===== config.mk =====
export PLATFORM = sky130hd
export DESIGN_NAME = bdmv_mac
export DESIGN_NICKNAME = d
export VERILOG_FILES = /design/src/hdl/bdmv_pkg.sv /design/src/hdl/bdmv_mac.sv
export SDC_FILE = /design/constraint.sdc
export NUM_CORES = 2
export LEC_CHECK = 0
export ABC_AREA = 1
export BUFFER_PORTS_ARGS = -buffer_cell sky130_fd_sc_hd__buf_2
export CORE_UTILIZATION = 62
export DETAILED_ROUTE_END_ITERATION = 6
export PLACE_DENSITY = 0.79
export RECOVER_POWER = 50
export SLEW_MARGIN = 20
export SYNTH_ARGS = -nofsm -noshare
export SYNTH_HDL_FRONTEND = slang
export SYNTH_SLANG_ARGS = --single-unit

===== constraint.sdc =====
create_clock -name clk -period 8 [get_ports clk]
set_clock_uncertainty 0.05 [all_clocks]
set_input_delay 0.4 -clock clk [delete_from_list [all_inputs] [get_ports clk]]
set_output_delay 0.4 -clock clk [all_outputs]
set_load 0.05 [all_outputs]

===== src/hdl/bdmv_pkg.sv =====
// Shared types and constants of the block-diagonal matrix-vector unit.
`default_nettype none

package bdmv_pkg;

  // Field widths
  localparam int GRID_FW     = 4;
  localparam int IDX_FW      = 5;
  localparam int VAL_W       = 32;
  localparam int ACC_W       = 64;
  localparam int FRAC_BITS   = 16;
  localparam int EQS_CFG_W   = 6;
  localparam int GRID_CFG_W  = 5;
  localparam int CFG_IDX_W   = 1;
  localparam int CFG_DATA_W  = 6;
  localparam int CNT_W       = 7;
  localparam int GCNT_W      = 9;

  // At most this many row results per trigger
  localparam int RESULT_LIMIT = 32;

  // Item modes
  localparam logic MODE_LOAD   = 1'b0;
  localparam logic MODE_VECTOR = 1'b1;

  // Configuration register indexes
  localparam logic [CFG_IDX_W-1:0] CFG_EQS_IN_USE  = 1'b0;
  localparam logic [CFG_IDX_W-1:0] CFG_GRID_IN_USE = 1'b1;

  typedef logic signed [VAL_W-1:0] value_t;

  // Sequencer to multiply-accumulate unit
  typedef struct packed {
    logic valid;
    logic clear;
  } mac_ctl_t;

  // Multiply-accumulate unit back to sequencer
  typedef struct packed {
    logic              busy;
    logic              saturated;
    logic [VAL_W-1:0]  value;
  } mac_res_t;

endpackage

`default_nettype wire


===== src/hdl/bdmv_mac.sv =====
// Shared multiply-accumulate unit: Q16.16 product, floor shift, 64-bit sum, saturation.
`default_nettype none

module bdmv_mac (
  input  logic               clk,
  input  logic               rst_n,
  input  bdmv_pkg::mac_ctl_t ctl,
  input  bdmv_pkg::value_t   op_a,
  input  bdmv_pkg::value_t   op_b,
  output bdmv_pkg::mac_res_t res
);
  import bdmv_pkg::*;

  logic signed [ACC_W-1:0] prod_r;
  logic signed [ACC_W-1:0] prod_nxt;
  logic                    pv_r;
  logic signed [ACC_W-1:0] acc_r;
  logic signed [ACC_W-1:0] acc_nxt;

  // Form the exact Q32.32 product
  assign prod_nxt = ACC_W'($signed(op_a)) * ACC_W'($signed(op_b));

  // Add the product floored to Q16.16, or clear for the next row
  always_comb begin
    acc_nxt = acc_r;
    if (ctl.clear) begin
      acc_nxt = '0;
    end else if (pv_r) begin
      acc_nxt = acc_r + (prod_r >>> FRAC_BITS);
    end
  end

  always_ff @(posedge clk) begin
    if (!rst_n) begin
      pv_r  <= 1'b0;
      acc_r <= '0;
    end else begin
      pv_r  <= ctl.valid;
      acc_r <= acc_nxt;
    end
  end

  always_ff @(posedge clk) begin
    prod_r <= prod_nxt;
  end

  // Clamp the sum to the 32-bit range
  always_comb begin
    res.busy      = pv_r;
    res.saturated = 1'b0;
    res.value     = acc_r[VAL_W-1:0];
    if (acc_r > 64'sh0000_0000_7FFF_FFFF) begin
      res.saturated = 1'b1;
      res.value     = 32'h7FFF_FFFF;
    end else if (acc_r < -64'sh0000_0000_8000_0000) begin
      res.saturated = 1'b1;
      res.value     = 32'h8000_0000;
    end
  end

endmodule

`default_nettype wire


# --- Word-level counts from Yosys, hierarchy flattened ---
# Index checks and enable logic that the tools add are counted.
totals:
  register_bits: 129
  input_bits: 68
  output_inout_bits: 34
  word_cells: 11
classes:
  add_sub_neg: 1
  n_mul: 1
  n_lt_le_gt_ge: 2
  mux: 2
  n_bitwise: 1
  reduce_logical: 1
op_table:
  columns: ["cell", "count"]
  rows:
  - ["$mux W33", 2]
  - ["$add A64 B48 Y64", 1]
  - ["$gt A64 B32 Y1 const B", 1]
  - ["$lt A64 B32 Y1 const B", 1]
  - ["$mul A32 B32 Y64", 1]
  - ["$reduce_or A2 Y1", 1]
  - ["$not A1 Y1", 1]

# --- Longest topological paths before layout ---
depth:
  ltp_word: 3
  mapped_depth: 33
  mapped_depth_nobuf: 32

# --- Worst setup path after synthesis ---
# Ideal clock, no wire load.
synth_path:
  path_kind: "input -> register"
  start: "input op_a[31]"
  end: "register prod_r[63]"
  setup_time_ps: 112
  t_arrival_ps: 7122
  t_required_ps: 7838
  setup_slack_ps: 716
  path_stages: 29
  n_path_buf: 1
  path_cell_list: "clkbuf_1 -> nand2_1 -> inv_1 -> fa_1 -> inv_1 -> fa_1 -> inv_1 -> fa_1 -> fa_1 -> inv_1 -> fa_1 -> inv_1 -> fa_1 -> inv_1 -> fa_1 -> inv_1 -> fa_1 -> ha_1 -> nand2_1 -> nor2_2 -> inv_2 -> nor2_1 -> inv_1 -> nor4_1 -> nand2_1 -> nand2_1 -> inv_1 -> nand2_1 -> nand2_1"
synth_between:
  elab_chain_len: 1
synth_lines:
  columns: ["element", "line", "source"]
  rows:
  - ["start, declared", "bdmv_mac.sv:8", "input bdmv_pkg::value_t op_a,"]
  - ["$mul A32 B32 Y64", "bdmv_mac.sv:21", "assign prod_nxt = ACC_W'($signed(op_a)) * ACC_W'($signed(op_b));"]
  - ["net prod_nxt[63]", "bdmv_mac.sv:15", "logic signed [ACC_W-1:0] prod_nxt;"]
  - ["end signal, assigned", "bdmv_mac.sv:44", "prod_r <= prod_nxt;"]
  - ["end, declared", "bdmv_mac.sv:14", "logic signed [ACC_W-1:0] prod_r;"]
# The timed path passes the listed nets, and every way through them passes these cells.
# A chain may end at the register's enable or synchronous reset.

# --- Worst setup path in the final report ---
layout_path:
  start: "input op_b[3]"
  end: "register prod_r[54]"
layout_between:
  elab_chain_len: 1
layout_lines:
  columns: ["element", "line", "source"]
  rows:
  - ["start, declared", "bdmv_mac.sv:9", "input bdmv_pkg::value_t op_b,"]
  - ["$mul A32 B32 Y64", "bdmv_mac.sv:21", null]
  - ["net prod_nxt[54]", "bdmv_mac.sv:15", null]
# The timed path passes the listed nets, and every way through them passes these cells.

==> results.txt <==
----------------------------------------------------
[Min path]
  Worst hold-check path type ... input pin to register
  Hold Path Stages ... 3

[Critical path]
  WP data arrival ... around 7.6 ns
  Worst setup path start ... op_b[3]
  Register-to-Register Setup Slack ... roughly 1.5 ns
  Endpoint of the worst setup timing path ... prod_r[54]$_DFF_P_
  Element type at the critical path start ... input pin
  FF-to-FF End ... acc_r[7]$_SDFFE_PP0P_
  Required time worst endpoint ... about 8.3 ns
  Largest fanout on the critical path ... 26
  Class of the most critical setup path ... input pin to register
  Sort of element at the end of the critical path ... register
  Launch point of the worst reg-to-reg path ... pv_r$_SDFF_PN0_
  Path depth of the worst reg2reg path ... 4

[Yosys]
  Cell types with the highest counts after synthesis ... inv_1 (1869), nand2_1 (1726), fa_1 (1082), nor2_1 (321), ha_1 (243)
  Sequential-to-total area share from yosys stat ... 4.82%
  Prevailing post-synth register cell ... dfxtp_1
  Leading post-synthesis cells by cell area ... fa_1 (46%), inv_1 (15%), nand2_1 (14%), ha_1 (6.5%), dfxtp_1 (4.8%)
  Area share of the leading cell type in the synthesized netlist ... a little under half
  Flip-flop and latch count after synthesis ... between 100 and 150
  Number of synthesized flops with an enable pin ... 0
  Mapped Nets ... about 7700
  Most frequently used cell type in the post-synthesis netlist ... inv_1
  Cell variety after synth ... 50
  Mean instance size in the synthesized netlist ... ~7.4 µm²
  FFs w/ async S/R, synth ... 0%
  Post-synth design cell area ... roughly 47000 µm²
  Post-Syn Instances ... roughly 6300
  Yosys warns ... 0
  Top cell type by total area after synthesis ... fa_1

[STA]
  Transition time of the tightest slew-check pin ... between 4 and 5 ns
  Post-route fraction of the period consumed by the critical path ... 92.2%
  Worst hold slack across all endpoints ... approximately 0.11 ns
  Total negative slack for setup checks ... 0 ns
  Final Critical Period ... approximately 7.4 ns
  Maximum frequency from static timing analysis ... 136 MHz
  Relative slew slack ... -177%
  Total count of max-transition violations in the final report ... 132
  Number of setup violations in the final report ... 0
  Crit path setup slack, layout ... about 0.62 ns
  Setup repair after global routing missed its margin ... false
  Total count of hold-check failures in the final report ... 0

[Floorplanning]
  DIE WIDTH ... 277 µm
  Area of the core ... 74700 µm²
  Effective utilization at floorplan ... 62.9%
  Standard-cell row count ... 100
  Io pins ... around 100
  Chip height ... between 200 and 300 µm
  Area of the die ... slightly below 80000 µm²

[Layout]
  Share of final-layout standard cells stronger than drive strength 1 ... approximately 4.8%
  Utilization of the core after routing ... ~66%
  Count of fill cells added during filler insertion ... 6447
  Area delta synth->final ... 4.83%
  Net count of the finished layout ... between 7000 and 8000

[Clock network]
  Count of H-tree levels built during CTS ... 4
  Clock-pin slew reported for the worst setup and hold paths after clock tree synthesis ... approximately 0.050 ns
  Max Buffers Root-to-Sink ... 2
  Clock latency on the worst-skew pair ... 0.44 ns
  Post-cts sizing count ... 0
  CTS sink count ... 113
  TritonCTS clock tree ... built
  Number of hold buffers added after cts ... 0
  Root Driver ... clkbuf_16
  Clock buffer count from CTS ... 17
  Postcts setup bufs ... 0

[Placement]
  Post-DP HPWL ... 116000 µm
  Gp weighted congestion ... ~1.0
  Pre-CTS setup slack ... ~0.26 ns
  Total of buffers placed on input and output ports ... 101

[Global routing]
  Largest net degree at the start of global routing ... 81
  Antenna violations before repair ... 2
  Overflow left after global routing ... 0
  Total global-route track usage ... a little under two fifths
  Via count of the first global-routing pass ... 41800
  Global-route wire length before repair ... between 200000 and 250000 µm

[Routing]
  Post-route DRC violation count ... 14
  Final WL ... between 100000 and 150000 µm
  Antenna violation net count after detailed routing ... 0
  Via density ... 5.43
  Routed vias ... roughly 40000
  Avg WL per Cell ... between 15 and 20 µm
  Number of DRC markers in iteration 0 ... approximately 3400
  Pre-antenna DRT Iters ... 7

[Outcome]
  Failing checks ... design-rule violations, max-capacitance violations, max-slew violations
  Outcome ... finished, violations left

[Flow run]
  Max-cap violations ... 2

----------------------------------------------------
-- critical path, cell delays in order --
cell and delay (ns):
buf_2 0.46, nand2_1 0.10, inv_1 0.13, fa_1 0.48, fa_1 0.49, fa_1 0.72, inv_1 0.18, fa_1 0.56
inv_1 0.06, fa_1 0.49, inv_1 0.05, fa_1 0.49, fa_1 0.45, fa_1 0.56, inv_1 0.04, ha_1 0.41
nand2_1 0.13, nor2_1 0.12, inv_1 0.08, nor2_1 0.19, inv_1 0.12, nor3_2 0.30, and3_1 0.21, nand2_1 0.16
nand4_1 0.12, nand2_1 0.10
-- worst min path at each step --
stage | from | endpoint | slack (ns)
global placement | acc_r[0]$_SDFFE_PP0P_ | acc_r[0]$_SDFFE_PP0P_ | 0.42
finish | ctl[1] | pv_r$_SDFF_PN0_ | 0.11
global route | ctl[1] | pv_r$_SDFF_PN0_ | 0.11
detailed placement | acc_r[0]$_SDFFE_PP0P_ | acc_r[0]$_SDFFE_PP0P_ | 0.43
CTS | ctl[1] | pv_r$_SDFF_PN0_ | 0.10
floorplan | acc_r[0]$_SDFFE_PP0P_ | acc_r[0]$_SDFFE_PP0P_ | 0.41
-- through the flow --
step / cell area (µm²) / cells
finish: 49200 / 7303
CTS: 49200 / 7302
global route: 49200 / 7302
global placement: 48600 / 7272
floorplan: 46900 / 6324
detailed placement: 48600 / 7272
-- cells in the final DEF, fill, tap and decap left out, types with 10 or more instances in the layout --
master and instances:
xnor2_1 13, a21oi_1 185, fa_1 1082, o21bai_1 31, nor2_1 321, buf_2 93
buf_4 93, nand3_1 135, inv_1 1869, ha_1 243, nor2_2 25, o21ai_0 107
dfxtp_1 113, nand2_2 22, xor2_1 61, clkbuf_16 17, nor4_1 11, or2_2 11
nor3_1 23, clkbuf_1 11, nand4_1 40, nand2_1 1726, a21o_1 10
-- state kept, by name, indices dropped and copies added (netlist names) --
name	count
acc_r	64
prod_r	48
pv_r	1
-- metal layers --
layer	routed length (µm)	global-route usage [%]	vias up
met5	27	0	-
met4	5230	12.1	4
met3	12800	6.17	386
met2	62500	60.3	1995
met1	54500	49.7	19400
li1	-	-	17900
-- cells by family (layout without fill, tap and decap cells) --
| logic type | Yosys count | in the layout | synth area share, % |
|---|---|---|---|
| adders and majority gates | 1325 | 1325 | 52.6 |
| and+or+nand+nor | 2346 | 2346 | 20.1 |
| AOI/OAI and AO/OA | 367 | 367 | 4.29 |
| buffers and inverters | 2099 | 2108 | 16.8 |
| xor gates and xnor gates | 74 | 74 | 1.38 |
| DFF | 113 | 113 | 4.82 |
| other | 0 | 1 | 0 |
-- cell type report --
type / instances / area [µm²] / share of cell area, %
Antenna cell: 1 / 2.50 / 0.00508
Clock buffer: 20 / 447 / 0.908
Clock inverter: 10 / 161 / 0.328
Inverter: 1879 / 7050 / 14.3
Multi-Input combinational cell: 4112 / 36800 / 74.8
Sequential cell: 113 / 2260 / 4.60
Tap cell: 969 / 1210 / 2.46
Timing Repair Buffer: 199 / 1280 / 2.60
Power is not shown: default switching activity piles up to over one toggle a cycle in this logic, so the estimate is an artifact.
